===== src/design/zsr_pkg.sv =====
// Package for the ZMODEM subpacket receiver: payload structs, codes, line
// characters and the bytewise CRC-16 / CRC-32 update functions.
// No dependencies.
package zsr_pkg;

  localparam int unsigned CNT_W       = 11;
  localparam int unsigned CNT_MAX     = (1 << CNT_W) - 1;
  localparam int unsigned QUEUE_DEPTH = 2;
  localparam int unsigned QPTR_W      = $clog2(QUEUE_DEPTH);
  localparam int unsigned QCNT_W      = $clog2(QUEUE_DEPTH + 1);

  localparam logic [7:0] CH_ZDLE  = 8'h18;
  localparam logic [7:0] CH_CAN   = 8'h18;
  localparam logic [7:0] CH_ZCRCE = 8'h68;
  localparam logic [7:0] CH_ZCRCW = 8'h6B;
  localparam logic [7:0] CH_RUB0  = 8'h6C;
  localparam logic [7:0] CH_RUB1  = 8'h6D;
  localparam logic [7:0] ESC_MASK = 8'h60;
  localparam logic [7:0] ESC_SEL  = 8'h40;
  localparam logic [7:0] ESC_FLIP = 8'h40;

  localparam logic [31:0] CRC32_INIT    = 32'hFFFF_FFFF;
  localparam logic [31:0] CRC32_RESIDUE = 32'hDEBB_20E3;
  localparam logic [31:0] CRC32_POLY    = 32'hEDB8_8320;
  localparam logic [15:0] CRC16_POLY    = 16'h1021;

  localparam logic [2:0] TRAILER_LEN16 = 3'd2;
  localparam logic [2:0] TRAILER_LEN32 = 3'd4;

  typedef enum logic [1:0] {
    CMD_BYTE    = 2'd0,
    CMD_TIMEOUT = 2'd1,
    CMD_CARRIER = 2'd2
  } cmd_t;

  typedef enum logic [1:0] {
    RES_DATA = 2'd0,
    RES_GOOD = 2'd1,
    RES_FAIL = 2'd2
  } res_kind_t;

  typedef enum logic [2:0] {
    WHY_CRC     = 3'd0,
    WHY_LONG    = 3'd1,
    WHY_CANCEL  = 3'd2,
    WHY_TIMEOUT = 3'd3,
    WHY_CARRIER = 3'd4,
    WHY_ESCAPE  = 3'd5
  } why_t;

  typedef enum logic {
    REG_CRC32_MODE = 1'b0,
    REG_MAX_LEN    = 1'b1
  } reg_idx_t;

  typedef enum logic [1:0] {
    OP_DATA = 2'd0,
    OP_FEND = 2'd1,
    OP_FAIL = 2'd2
  } op_kind_t;

  typedef struct packed {
    logic [1:0] command;
    logic [7:0] line_byte;
  } in_item_t;

  typedef struct packed {
    logic [1:0]       result_kind;
    logic [7:0]       data_byte;
    logic [1:0]       frame_end;
    logic [2:0]       fail_reason;
    logic [CNT_W-1:0] byte_count;
  } out_item_t;

  // Classified operation handed from the front end to the back end.
  typedef struct packed {
    op_kind_t   kind;
    logic [7:0] data;
    logic [1:0] code;
    why_t       why;
  } op_t;

  // Configuration and re-arm control from the top level to the back end.
  typedef struct packed {
    logic             crc32_mode;
    logic [CNT_W-1:0] max_len;
    logic             rearm;
    logic             rearm_mode;
  } ctrl_t;

  function automatic logic [15:0] crc16_byte(input logic [15:0] crc, input logic [7:0] b);
    logic [15:0] c;
    c = crc ^ {b, 8'h00};
    for (int i = 0; i < 8; i++) begin
      c = c[15] ? ({c[14:0], 1'b0} ^ CRC16_POLY) : {c[14:0], 1'b0};
    end
    return c;
  endfunction

  function automatic logic [31:0] crc32_byte(input logic [31:0] crc, input logic [7:0] b);
    logic [31:0] c;
    c = crc ^ {24'h0, b};
    for (int i = 0; i < 8; i++) begin
      c = c[0] ? ({1'b0, c[31:1]} ^ CRC32_POLY) : {1'b0, c[31:1]};
    end
    return c;
  endfunction

endpackage


===== src/design/zsr_front.sv =====
// Front end of the subpacket receiver: accepts line requests, undoes the
// escape coding and turns each request into at most one queued operation.
// Depends on zsr_pkg.
module zsr_front import zsr_pkg::*; (
  input  logic     clk,
  input  logic     rst_n,
  input  logic     in_valid,
  output logic     in_stall,
  input  in_item_t in_item,
  input  logic     queue_full,
  input  logic     rearm,
  output logic     push,
  output op_t      push_op
);

  logic       esc_r, esc_nxt;
  logic [1:0] can_r, can_nxt;
  logic       accept;
  logic [7:0] b;

  assign in_stall = queue_full;
  assign accept   = in_valid && !in_stall;
  assign b        = in_item.line_byte;

  always_comb begin
    esc_nxt      = esc_r;
    can_nxt      = can_r;
    push         = 1'b0;
    push_op.kind = OP_DATA;
    push_op.data = b;
    push_op.code = 2'd0;
    push_op.why  = WHY_CRC;
    if (rearm) begin
      esc_nxt = 1'b0;
      can_nxt = 2'd0;
    end else if (accept) begin
      case (in_item.command)
        CMD_TIMEOUT, CMD_CARRIER: begin
          push         = 1'b1;
          push_op.kind = OP_FAIL;
          push_op.why  = (in_item.command == CMD_TIMEOUT) ? WHY_TIMEOUT : WHY_CARRIER;
          esc_nxt      = 1'b0;
          can_nxt      = 2'd0;
        end
        CMD_BYTE: begin
          if (!esc_r) begin
            if (b == CH_ZDLE) begin
              esc_nxt = 1'b1;
              can_nxt = 2'd0;
            end else begin
              push = 1'b1;
            end
          end else if (b == CH_CAN) begin
            // Up to three CANs after ZDLE are skipped; the fourth cancels.
            if (can_r != 2'd3) begin
              can_nxt = can_r + 2'd1;
            end else begin
              push         = 1'b1;
              push_op.kind = OP_FAIL;
              push_op.why  = WHY_CANCEL;
              esc_nxt      = 1'b0;
              can_nxt      = 2'd0;
            end
          end else begin
            esc_nxt = 1'b0;
            can_nxt = 2'd0;
            push    = 1'b1;
            if (b inside {[CH_ZCRCE:CH_ZCRCW]}) begin
              push_op.kind = OP_FEND;
              push_op.code = 2'(b - CH_ZCRCE);
            end else if (b == CH_RUB0) begin
              push_op.data = 8'h7F;
            end else if (b == CH_RUB1) begin
              push_op.data = 8'hFF;
            end else if ((b & ESC_MASK) == ESC_SEL) begin
              push_op.data = b ^ ESC_FLIP;
            end else begin
              push_op.kind = OP_FAIL;
              push_op.why  = WHY_ESCAPE;
            end
          end
        end
        default: begin
        end
      endcase
    end
  end

  always_ff @(posedge clk) begin
    if (!rst_n) begin
      esc_r <= 1'b0;
      can_r <= 2'd0;
    end else begin
      esc_r <= esc_nxt;
      can_r <= can_nxt;
    end
  end

endmodule


===== src/design/zsr_queue.sv =====
// Short operation queue between the front and back ends of the receiver.
// Depends on zsr_pkg.
module zsr_queue import zsr_pkg::*; (
  input  logic clk,
  input  logic rst_n,
  input  logic push,
  input  op_t  push_op,
  input  logic pop,
  output logic full,
  output logic head_valid,
  output op_t  head_op
);

  op_t               entries_r [QUEUE_DEPTH];
  logic [QPTR_W-1:0] wr_ptr_r, wr_ptr_nxt;
  logic [QPTR_W-1:0] rd_ptr_r, rd_ptr_nxt;
  logic [QCNT_W-1:0] count_r, count_nxt;
  logic              do_push, do_pop;

  assign full       = (count_r == QCNT_W'(QUEUE_DEPTH));
  assign head_valid = (count_r != '0);
  assign head_op    = entries_r[rd_ptr_r];
  assign do_push    = push && !full;
  assign do_pop     = pop && head_valid;

  always_comb begin
    wr_ptr_nxt = wr_ptr_r;
    rd_ptr_nxt = rd_ptr_r;
    count_nxt  = count_r;
    if (do_push) begin
      wr_ptr_nxt = (wr_ptr_r == QPTR_W'(QUEUE_DEPTH - 1)) ? '0 : wr_ptr_r + QPTR_W'(1);
    end
    if (do_pop) begin
      rd_ptr_nxt = (rd_ptr_r == QPTR_W'(QUEUE_DEPTH - 1)) ? '0 : rd_ptr_r + QPTR_W'(1);
    end
    if (do_push && !do_pop) begin
      count_nxt = count_r + QCNT_W'(1);
    end else if (do_pop && !do_push) begin
      count_nxt = count_r - QCNT_W'(1);
    end
  end

  always_ff @(posedge clk) begin
    if (do_push) begin
      entries_r[wr_ptr_r] <= push_op;
    end
  end

  always_ff @(posedge clk) begin
    if (!rst_n) begin
      wr_ptr_r <= '0;
      rd_ptr_r <= '0;
      count_r  <= '0;
    end else begin
      wr_ptr_r <= wr_ptr_nxt;
      rd_ptr_r <= rd_ptr_nxt;
      count_r  <= count_nxt;
    end
  end

endmodule


===== src/design/zsr_back.sv =====
// Back end of the receiver: runs the CRC, byte count, length limit and
// trailer check for each queued operation and holds the result register.
// Depends on zsr_pkg.
module zsr_back import zsr_pkg::*; #(
  parameter int unsigned MAX_PACKET = 1024
) (
  input  logic      clk,
  input  logic      rst_n,
  input  ctrl_t     ctrl,
  input  logic      head_valid,
  input  op_t       head_op,
  output logic      pop,
  output logic      out_valid,
  input  logic      out_stall,
  output out_item_t out_item
);

  localparam logic [CNT_W-1:0] LIMIT_CAP =
    (MAX_PACKET > CNT_MAX) ? CNT_W'(CNT_MAX) : CNT_W'(MAX_PACKET);

  logic             trl_r, trl_nxt;
  logic [2:0]       left_r, left_nxt;
  logic [1:0]       end_r, end_nxt;
  logic [31:0]      crc_r, crc_nxt;
  logic [CNT_W-1:0] cnt_r, cnt_nxt;
  logic             out_valid_r, out_valid_nxt;
  out_item_t        out_item_r, out_item_nxt;

  logic             slot_free;
  logic             res_valid;
  out_item_t        res;
  logic [31:0]      crc_fold;
  logic [CNT_W-1:0] limit;
  logic [2:0]       left_dec;
  logic             crc_good;

  assign slot_free = !out_valid_r || !out_stall;
  assign pop       = head_valid && slot_free;
  assign limit     = (ctrl.max_len > LIMIT_CAP) ? LIMIT_CAP : ctrl.max_len;
  assign crc_fold  = ctrl.crc32_mode ? crc32_byte(crc_r, head_op.data)
                                     : {16'h0, crc16_byte(crc_r[15:0], head_op.data)};
  assign left_dec  = (left_r != 3'd0) ? left_r - 3'd1 : left_r;
  assign crc_good  = ctrl.crc32_mode ? (crc_fold == CRC32_RESIDUE) : (crc_fold[15:0] == 16'h0);

  always_comb begin
    trl_nxt         = trl_r;
    left_nxt        = left_r;
    end_nxt         = end_r;
    crc_nxt         = crc_r;
    cnt_nxt         = cnt_r;
    res_valid       = 1'b0;
    res.result_kind = RES_FAIL;
    res.data_byte   = 8'h00;
    res.frame_end   = 2'd0;
    res.fail_reason = WHY_CRC;
    res.byte_count  = cnt_r;
    if (ctrl.rearm) begin
      trl_nxt  = 1'b0;
      left_nxt = 3'd0;
      end_nxt  = 2'd0;
      cnt_nxt  = '0;
      crc_nxt  = ctrl.rearm_mode ? CRC32_INIT : 32'h0;
    end else if (pop) begin
      case (head_op.kind)
        OP_FAIL: begin
          res_valid       = 1'b1;
          res.fail_reason = head_op.why;
        end
        OP_FEND: begin
          end_nxt  = head_op.code;
          crc_nxt  = crc_fold;
          trl_nxt  = 1'b1;
          left_nxt = ctrl.crc32_mode ? TRAILER_LEN32 : TRAILER_LEN16;
        end
        OP_DATA: begin
          if (trl_r) begin
            crc_nxt  = crc_fold;
            left_nxt = left_dec;
            if (left_dec == 3'd0) begin
              res_valid       = 1'b1;
              res.frame_end   = end_r;
              res.result_kind = crc_good ? RES_GOOD : RES_FAIL;
            end
          end else if (cnt_r >= limit) begin
            res_valid       = 1'b1;
            res.fail_reason = WHY_LONG;
          end else begin
            cnt_nxt         = cnt_r + CNT_W'(1);
            crc_nxt         = crc_fold;
            res_valid       = 1'b1;
            res.result_kind = RES_DATA;
            res.data_byte   = head_op.data;
            res.byte_count  = cnt_r + CNT_W'(1);
          end
        end
        default: begin
        end
      endcase
      // Any packet-level result re-arms for the next subpacket.
      if (res_valid && res.result_kind != RES_DATA) begin
        trl_nxt  = 1'b0;
        left_nxt = 3'd0;
        end_nxt  = 2'd0;
        cnt_nxt  = '0;
        crc_nxt  = ctrl.crc32_mode ? CRC32_INIT : 32'h0;
      end
    end
  end

  always_comb begin
    out_valid_nxt = out_valid_r;
    out_item_nxt  = out_item_r;
    if (slot_free) begin
      out_valid_nxt = res_valid;
      out_item_nxt  = res;
    end
  end

  assign out_valid = out_valid_r;
  assign out_item  = out_item_r;

  always_ff @(posedge clk) begin
    out_item_r <= out_item_nxt;
  end

  always_ff @(posedge clk) begin
    if (!rst_n) begin
      trl_r       <= 1'b0;
      left_r      <= 3'd0;
      end_r       <= 2'd0;
      crc_r       <= 32'h0;
      cnt_r       <= '0;
      out_valid_r <= 1'b0;
    end else begin
      trl_r       <= trl_nxt;
      left_r      <= left_nxt;
      end_r       <= end_nxt;
      crc_r       <= crc_nxt;
      cnt_r       <= cnt_nxt;
      out_valid_r <= out_valid_nxt;
    end
  end

endmodule


===== src/design/zmodem_subpacket_receiver.sv =====
// Top level of the ZMODEM data subpacket receiver: configuration registers
// and the front end, operation queue and back end.
// Depends on zsr_pkg, zsr_front, zsr_queue and zsr_back.
//
//   channel   direction  handshake          payload
//   in_       in         in_valid/in_stall  in_item  (command, line_byte)
//   out_      out        out_valid/out_stall out_item (kind, byte, end, reason, count)
//   cfg_      in         cfg_valid/cfg_ready cfg_index, cfg_data
//
// A request is classified and written into the queue at the edge that accepts it.
// The back end takes it from the queue head when the output register is free and loads
// its result into the output register at the edge that pops it. One request per cycle
// is sustained while out_stall stays low. Synchronous active-low reset clears all
// control state and loads CRC-16 mode with a limit of 1024 bytes; a stalled output
// fills the two-entry queue.
module zmodem_subpacket_receiver import zsr_pkg::*; #(
  parameter int unsigned MAX_PACKET = 1024
) (
  input  logic             clk,
  input  logic             rst_n,
  input  logic             in_valid,
  output logic             in_stall,
  input  in_item_t         in_item,
  output logic             out_valid,
  input  logic             out_stall,
  output out_item_t        out_item,
  input  logic             cfg_valid,
  output logic             cfg_ready,
  input  logic             cfg_index,
  input  logic [CNT_W-1:0] cfg_data
);

  logic             mode_r, mode_nxt;
  logic [CNT_W-1:0] max_len_r, max_len_nxt;
  logic             cfg_write;
  logic             rearm;
  ctrl_t            ctrl;

  logic             push;
  op_t              push_op;
  logic             queue_full;
  logic             head_valid;
  op_t              head_op;
  logic             pop;

  // Always taken; the user ensures configuration arrives only while the block is idle.
  assign cfg_ready = 1'b1;
  assign cfg_write = cfg_valid && cfg_ready;

  // Writing the CRC mode drops any packet in progress and re-arms both ends
  // with the initial CRC value of the new mode.
  assign rearm = cfg_write && (cfg_index == REG_CRC32_MODE);

  always_comb begin
    mode_nxt    = mode_r;
    max_len_nxt = max_len_r;
    if (cfg_write) begin
      case (cfg_index)
        REG_CRC32_MODE: mode_nxt    = cfg_data[0];
        REG_MAX_LEN:    max_len_nxt = cfg_data;
        default: begin
        end
      endcase
    end
  end

  always_ff @(posedge clk) begin
    if (!rst_n) begin
      mode_r    <= 1'b0;
      max_len_r <= CNT_W'(1024);
    end else begin
      mode_r    <= mode_nxt;
      max_len_r <= max_len_nxt;
    end
  end

  assign ctrl.crc32_mode = mode_r;
  assign ctrl.max_len    = max_len_r;
  assign ctrl.rearm      = rearm;
  assign ctrl.rearm_mode = mode_nxt;

  zsr_front u_front (
    .clk        (clk),
    .rst_n      (rst_n),
    .in_valid   (in_valid),
    .in_stall   (in_stall),
    .in_item    (in_item),
    .queue_full (queue_full),
    .rearm      (rearm),
    .push       (push),
    .push_op    (push_op)
  );

  zsr_queue u_queue (
    .clk        (clk),
    .rst_n      (rst_n),
    .push       (push),
    .push_op    (push_op),
    .pop        (pop),
    .full       (queue_full),
    .head_valid (head_valid),
    .head_op    (head_op)
  );

  zsr_back #(
    .MAX_PACKET (MAX_PACKET)
  ) u_back (
    .clk        (clk),
    .rst_n      (rst_n),
    .ctrl       (ctrl),
    .head_valid (head_valid),
    .head_op    (head_op),
    .pop        (pop),
    .out_valid  (out_valid),
    .out_stall  (out_stall),
    .out_item   (out_item)
  );

endmodule

===== config.mk =====
export PLATFORM = sky130hd
export DESIGN_NAME = zmodem_subpacket_receiver
export DESIGN_NICKNAME = d
export VERILOG_FILES = /design/src/design/zsr_pkg.sv /design/src/design/zsr_front.sv /design/src/design/zsr_queue.sv /design/src/design/zsr_back.sv /design/src/design/zmodem_subpacket_receiver.sv
export SDC_FILE = /design/constraint.sdc
export NUM_CORES = 1
export LEC_CHECK = 0
export BUFFER_PORTS_ARGS = -buffer_cell sky130_fd_sc_hd__buf_2
export CAP_MARGIN = 10
export CORE_UTILIZATION = 40
export DETAILED_ROUTE_END_ITERATION = 7
export PLACE_DENSITY = 0.64
export SLEW_MARGIN = 40
export SYNTH_ARGS = -nofsm -noshare
export SYNTH_HDL_FRONTEND = slang
export SYNTH_HIERARCHICAL = 1
export SYNTH_SLANG_ARGS = --single-unit

===== constraint.sdc =====
create_clock -name clk -period 3.45 [get_ports clk]
set_clock_uncertainty 0.15 [all_clocks]
set_input_delay 0.1725 -clock clk [delete_from_list [all_inputs] [get_ports clk]]
set_output_delay 0.1725 -clock clk [all_outputs]
set_load 0.01 [all_outputs]

After elaboration in Yosys (flattened, before gate mapping)
Memory sizes are Yosys's and may differ from the RTL's. A register that Yosys moved wholly into a read port is not among the register bits.
Index checks and enable logic that the tools add are counted.
- register bits after elaboration: 95
- memory bits (writable): 30
- bits of input ports: 27
- output and inout port bits: 29
- logic and storage cells: 222
- memories kept: 1
- $add $sub $neg: 8
- order comparisons: 4
- equal/unequal tests: 15
- muxes and demuxes: 115
- bitwise operators: 22
- reduce and logical (&&, ||, !) cells: 39
- memory list (memory ; depth ; bits a word ; rd ports ; clocked after Yosys merged registers in ; wr ports ; line ; text):
    u_queue.entries_r ; 2 ; 15 ; 1 ; 1 ; 1 ; zsr_queue.sv:14 ; op_t entries_r [QUEUE_DEPTH];
- operator list (kind ; number):
    32-bit 2-to-1 mux ; 16
    13-bit inverter with 14-bit output ; 8
    13-bit 2-to-1 mux ; 8
    11-bit 2-to-1 mux ; 8
    32-bit one-hot mux with 2 select lines ; 1
    15-bit 2-to-1 mux ; 3
    2-bit 2-to-1 mux ; 21
    12-bit 2-to-1 mux ; 3
    32-bit == test, second input constant ; 1
    8-bit 2-to-1 mux ; 4
    32-bit by 8-bit bitwise XOR with 32-bit output ; 1
    10-bit 2-to-1 mux ; 3
    3-bit 2-to-1 mux ; 10
    1-bit 2-to-1 mux ; 28
    3-bit inverter ; 8
    3-bit one-hot mux with 2 select lines ; 3
    8-bit by 7-bit == test with 1-bit output, second input constant ; 2
    16-bit logical NOT ; 1
    16-bit bitwise XOR ; 1
    14-bit 2-to-1 mux ; 1
    2-bit nonzero test ; 7
    3-bit AND reduction ; 4
    11-bit by 1-bit adder with 11-bit output, second input constant ; 1
    11-bit greater-or-equal comparator ; 1
    other kinds (26) ; 59

Logic depth before layout (Yosys ltp)
Gate-level depths: netlist of the first run.
- depth in word-level cells: 31
- depth in mapped cells: 13

By module
The synthesis of the first run kept the hierarchy.
- by module, submodules not included (module ; times used ; cells each ; area an instance (µm²) ; seq. area each (µm²)):
    zsr_back ; 1 ; 526 ; 5118.7 ; 1781.7
    zsr_queue ; 1 ; 72 ; 1318.8 ; 1001.0
    zmodem_subpacket_receiver ; 1 ; 58 ; 561.8 ; 240.2
    zsr_front ; 1 ; 65 ; 459.2 ; 60.1

Least setup slack after synthesis of the first run
Ideal clock, no wire load.
- path type: register to register
- from: reg (tool-made name)
- to: reg u_back.out_item_r (netlist bit u_back/out_item[25]) (data pin)
- setup time: 0.263 ns
- arrival time: 3.012 ns
- required time: 3.037 ns
- setup slack: 0.026 ns
- cell stages (with the launch flop): 12
- path through: dfxtp_1 > buf_2 > buf_4 > mux2_2 > xnor2_1 > xnor3_1 > mux2i_1 > xnor2_1 > o211ai_1 > or4_4 > a21boi_2 > nor2_1
- RTL lines (item ; line ; text):
    end signal: assignment ; zsr_back.sv:123 ; out_item_r <= out_item_nxt;
    end: declaration ; zsr_back.sv:27 ; out_item_t out_item_r, out_item_nxt;

==> results of run 1 <==
==> state kept, by name, summed over array words and instances, names as in the netlist, 2 cells and up, named ones only <==
signal	cells
u_back/crc_r	32
u_front/can_r	2
u_back/left_r	3
u_back/cnt_r	11
u_queue/count_r	2
u_back/out_item	26
u_back/end_r	2
max_len_r	11
u_queue/entries_r	30
==> synth_stat cells (all sizes together), types with 10 or more instances <==
| cell type | instances | area, um^2 |
|---|---|---|
| a21oi | 42 | 210 |
| and2 | 22 | 143 |
| and3 | 10 | 62.6 |
| buf | 16 | 111 |
| clkbuf | 24 | 96.4 |
| dfxtp | 70 | 1400 |
| edfxtp | 56 | 1680 |
| ha | 18 | 225 |
| inv | 17 | 63.8 |
| mux2 | 19 | 221 |
| mux2i | 13 | 130 |
| nand2 | 56 | 210 |
| nand2b | 10 | 77.6 |
| nand3 | 15 | 75.1 |
| nand4 | 17 | 106 |
| nor2 | 45 | 169 |
| nor3 | 19 | 100 |
| o21ai | 48 | 274 |
| xnor2 | 76 | 782 |
| xnor3 | 16 | 362 |
| xor2 | 20 | 190 |
==> stage by stage <==
| step | cells | utilization, % | area [um^2] | power, uW |
|---|---|---|---|---|
| global route | 1068 | 50.2 | 9120 | 9680 |
| CTS | 1065 | 49.7 | 9010 | 8990 |
| global placement | 1000 | 44.7 | 8100 | 7240 |
| finish | 1068 | 50.2 | 9120 | 9140 |
| detailed placement | 1000 | 44.7 | 8120 | 7240 |
| floorplan | 721 | - | 7460 | 5910 |
==> worst max-delay path, stage by stage (launching register included) <==
cell and delay [ns]:
dfxtp_1 0.37, buf_12 0.14, mux2_2 0.39, xnor2_4 0.30, xnor3_2 0.49, xnor2_1 0.17
a221oi_2 0.34, nand3_1 0.11, nor4_1 0.29, a21boi_2 0.26, nor2_1 0.05
==> cell usage in the layout (no fill, tap or decap), drive strengths merged, types with 3 or more instances in the layout <==
master        n
a211oi        7
a21boi        5
a21oi        42
a31oi         5
and2         22
and3         10
buf          93
clkbuf       22
clkinv        7
clkinvlp      3
dfxtp        70
dlygate4sd3  33
edfxtp       56
ha           18
inv          17
mux2         19
mux2i        13
nand2        56
nand2b       10
nand3        15
nand3b        5
nand4        17
nor2         45
nor2b         5
nor3         19
nor3b         5
nor4          4
nor4b         4
o211ai        5
o21a          4
o21ai        48
o221a         7
o22ai         5
o31ai         3
or2           3
xnor2        76
xnor3        16
xor2         20
==> power by group through the flow <==
stage | clock network (uW) | logic (uW) | registers (uW)
floorplan | 0 | 3840 | 2070
global placement | 0 | 5090 | 2150
detailed placement | 0 | 5100 | 2140
finish | 1660 | 5340 | 2130
global route | 1750 | 5760 | 2160
CTS | 1710 | 5160 | 2120
==> area by class of cell <==
type / instances / area (um^2)
timing repair buffer: 126 / 906
clock inverter: 10 / 90.1
tap: 229 / 287
fill: 1639 / 9030
inverter: 18 / 67.6
sequential: 126 / 3080
multi-input combinational: 537 / 4220
clock buffer: 22 / 464
==> final timing paths <==
kind                                            end             from  depth (start not counted)
worst max-delay path            u_back/out_item[25]        flip-flop                         10
worst min-delay path                  max_len_r[10]            rst_n                          2
worst max register to register  u_back/out_item[25]        flip-flop                         10
worst min register to register      u_back/end_r[0]  u_back/end_r[0]                          2
==> what timing repair did <==
item	CTS	global route
setup buffers	0	3
gates resized for setup	1	10
hold endpoints to repair	36	0
hold buffers	33	0
pin swaps	0	3
endpoints found under the setup margin	1	1
==> metal layers <==
metal / wire (um) / part of all wire (%) / global-route usage, %
met1: 8110 / 47 / 24.5
met2: 8200 / 47 / 30.9
met3: 812 / 4.7 / 4.66
met4: 264 / 1.5 / 7.27
met5: 0 / 0 / 0
==> cell families after synthesis <==
| kind of cell | synth area share (%) |
|---|---|
| flip-flops | 41.3 |
| multiplexers | 4.71 |
| other | 0.0503 |
| buffers and inverters | 3.69 |
| AO/OA/AOI/OAI | 12.5 |
| AND/OR/NAND/NOR | 16.1 |
| XOR/XNOR | 18.5 |
| adder cells (fa/ha/maj) | 3.02 |
==> impl_metrics.ini, run 1 <==
[clocking]
cts.clk_slew.worst_paths_ns = 0.05
h-tree-depth = 4
cts.path.max_buffers = 2
cts_tree = yes
clkLatencyLatePin_ns = 0.42
cts_buffers = 17
clock-root-buffer = clkbuf_16
cts_sinks = 126

[placed_design]
post-place-ws_ns = -0.123
dp_hpwl_um = 12600
io_buffers = 54
gp_congestion = 0.913

[yosys]
synthFlopType = dfxtp_1
synthesis.nets = 766
synth-async-reset-ratio_pct = 0
ys_seq_elements = 126
synth_area_um2 = 7460
ys_types = 77
ys.warnings.count = 6
avgSynthCellArea_um2 = 10.3
synth-seq-area-share_pct = 41.3
synth_edf_count = 56
netlist_instances = 721

[timing]
rsz0062_at_grt = false
final_max_slew_viol_count = 0
fin_tns_setup_ns = 0
relSlewSlack_pct = 47.0
whs_ns = 0.0311
final.min_clock_period_ns = 3.33
finalSetupViolations = 0
max_freq_ghz = 0.301
fin_ws_ns = 0.123
hold_viol = 0
period_share_pct = 96.4
worst_pin_slew_ns = 0.792

[floorplanning]
dieHeight_um = 139
coreArea_um2 = 18100
die-area_um2 = 19200
ioPinCount = 56
initial_core_util_pct = 41.1
rows = 49
die_x_um = 139

[power_and_ir_drop]
swShare_pct = 38.7
seqPwrFrac_pct = 23.3
power_leakage_uw = 0.00363
vdd_drop_max_v = 0.000541
p_clk_share_pct = 18.2
power_density_nw_per_um2 = 1000
p_switching_uw = 3540
p_comb_share_pct = 58.5
p_int_uw = 5600

[run]
timing.max_cap.violations = 0

[global_route]
grt.total_usage_pct = 19.0
grt_pass1_vias = 5487
antenna_found_initial = 0
grt_pass1_wl_um = 28500
gr-total-overflow = 0
grt_max_degree = 33

[drt]
dr.pass1.iters = 5
finalWirelength_um = 17400
drt_iter0_drc = 269
antenna_left = 0
routedWlPerCell_um = 16.3
vias = 5615
route.detailed.drc = 0
viasPerCell = 5.26

[setup_path]
crit_path_end_kind = flip-flop
ff2ff_setup_slack_ns = 0.12
cp.arrival_ns = 3.34
critical_path_class = reg -> reg
startpoint_type = flip-flop
critPathMaxFanout = 8
critPathRequiredTime_ns = 3.46

[outcome]
status = finished, final reports clean

[final_layout]
drive_above_1_share_pct = 23.1
nets = 871
diodes = 0
syn_to_final_growth_pct = 22.3

[hold_path]
hp-class = in -> reg
Power figures use the tool's default switching activity.
==> run 2, diff against run 1 <==
Settings changed: CORE_UTILIZATION 40 to 48, PLACE_DENSITY 0.64 to 0.71.
Clock period 3.45 ns to 4.14 ns, I/O delays scaled along.
==> run 2 against run 1 <==
  * Critical path depth fell by 1
  * Non-clock buffer count fell by 41
  * First-iteration DRC count rose by 43%
  * Count of clock-buffer cells in the layout fell by 3
  * Cell count fell by 7.7%
  * Final area fell by 5.4%
  * Sequential share of layout area rose by 1.9 points
  * Register-to-register slack improved by 0.32 ns
  * Worst setup slack improved by 0.32 ns
==> impl_metrics.ini, run 2 (synthesis results as in run 1) <==
[timing]
worst_pin_slew_ns = 0.734
max_freq_ghz = 0.270
rsz0062_at_grt = false
final.min_clock_period_ns = 3.70
period_share_pct = 89.4
relSlewSlack_pct = 50.6
fin_tns_setup_ns = 0
final_max_slew_viol_count = 0
hold_viol = 0
finalSetupViolations = 0

[placed_design]
gp_congestion = 0.897
dp_hpwl_um = 12500
dpl-instance-area_um2 = 7850
io_buffers = 54

[drt]
routedWlPerCell_um = 17.6
antenna_left = 0
finalWirelength_um = 17400
dr.pass1.iters = 5
viasPerCell = 5.69
route.detailed.drc = 0
drt_iter0_drc = 384
vias = 5609

[power_and_ir_drop]
vdd_drop_max_v = 0.000544
p_int_uw = 4350
p_comb_share_pct = 55.6
power_density_nw_per_um2 = 841
power_leakage_uw = 0.00344
p_switching_uw = 2890
p_clk_share_pct = 20.0
seqPwrFrac_pct = 24.4
swShare_pct = 39.9

[global_route]
gr-total-overflow = 0
antenna_found_initial = 0
grt_pass1_wl_um = 28500
grt_max_degree = 33
grt_pass1_vias = 5566
grt.total_usage_pct = 22.9

[final_layout]
nets = 830
regArea_um2 = 3080
top_register = u_back/crc_r
final_cell_mix = dfxtp_1, xnor2_1, nand2_1, edfxtp_1, buf_2
drive_above_1_share_pct = 20.3
syn_to_final_growth_pct = 15.6
layout_commonest_cell = dfxtp_1
largest_reg_flops = 32
diodes = 0
fillers = 1304
multi_input_comb_area_um2 = 4110
design_area_um2 = 8620

[clocking]
cts_buffers = 17
cts_tree = yes
cts.path.max_buffers = 2
clock-root-buffer = clkbuf_16
h-tree-depth = 4
clkLatencyLatePin_ns = 0.42
cts_sinks = 126
cts.clk_slew.worst_paths_ns = 0.06

[setup_path]
startpoint_type = flip-flop
slowest_delay_ns = 0.62
critPathBufInv = 0
cp.arrival_ns = 3.71
path_cells = mux2_2 > xnor2_2 > xnor3_1 > mux2i_1 > nor3b_1 > o21ai_1 > or4_4 > a21boi_2 > nor2_1
crit_family = XOR/XNOR gates
crit_path_end_kind = flip-flop
critical_path_class = reg -> reg
critPathMaxFanout = 9
critPathRequiredTime_ns = 4.15
cpMaxStageDelayCell = xnor3_1

[floorplanning]
ioPinCount = 56
die-area_um2 = 16000
dieHeight_um = 127
initial_core_util_pct = 49.1
rows = 45
die_x_um = 127
coreArea_um2 = 15200

[run]
timing.max_cap.violations = 0

[hold_path]
hp-class = in -> reg

[outcome]
status = finished, final reports clean
-- run 2: worst paths after layout --
kind              depth (start not counted)             from  slack, ns                      end
setup / recovery                          9        flip-flop       0.44      u_back/out_item[25]
hold / removal                            2       in_item[1]       0.02  u_queue/entries_r[1][4]
setup reg to reg                          9        flip-flop       0.44      u_back/out_item[25]
hold reg to reg                           2  u_back/end_r[0]       0.31          u_back/end_r[0]
-- run 2: layout make-up --
type | count | share of cell area (%)
multi-input combinational | 537 | 47.7
tap | 188 | 2.73
timing repair buffer | 85 | 6.41
sequential | 126 | 35.8
clock inverter | 13 | 1.63
clock buffer | 19 | 5.02
inverter | 18 | 0.784
-- run 2: worst reg2reg max path, stage by stage (launching register included) --
cell	delay, ns
dfxtp_1	0.53
mux2_2	0.44
xnor2_2	0.46
xnor3_1	0.63
mux2i_1	0.18
nor3b_1	0.24
o21ai_1	0.10
or4_4	0.48
a21boi_2	0.18
nor2_1	0.05
-- run 2: what timing repair did --
action | 4_1_cts | 5_1_grt
endpoints found under the hold margin | 28 | 0
gates resized for setup | 0 | 0
buffers inserted | 0 | 0
hold buffers | 20 | 0
-- run 2: power groups by stage --
stage / registers (uW) / logic (uW) / clock network [uW]
after global placement: 1790 / 3930 / 0
final: 1770 / 4030 / 1450
after CTS: 1770 / 3990 / 1490
after floorplan: 1720 / 3200 / 0
after global routing: 1790 / 4330 / 1540
after detailed placement: 1790 / 3940 / 0
-- run 2: metal layers --
layer	vias up	GRT usage (%)	routed length [um]
li1	2724	-	-
met5	-	0	0
met1	2712	28.8	7810
met3	17	6.03	836
met4	0	7.14	191
met2	156	38.7	8530
-- run 2: through the flow --
step	hold slack [ns]	instances	power [uW]	setup WS, ns	util, %
floorplan	0.175	721	4920	0.716	-
finish	0.0236	986	7250	0.440	56.7
detailed placement	0.296	934	5730	0.510	51.6
CTS	0.00378	986	7240	0.488	56.7
global route	0.0186	986	7660	0.244	56.7
global placement	0.288	934	5720	0.559	51.6
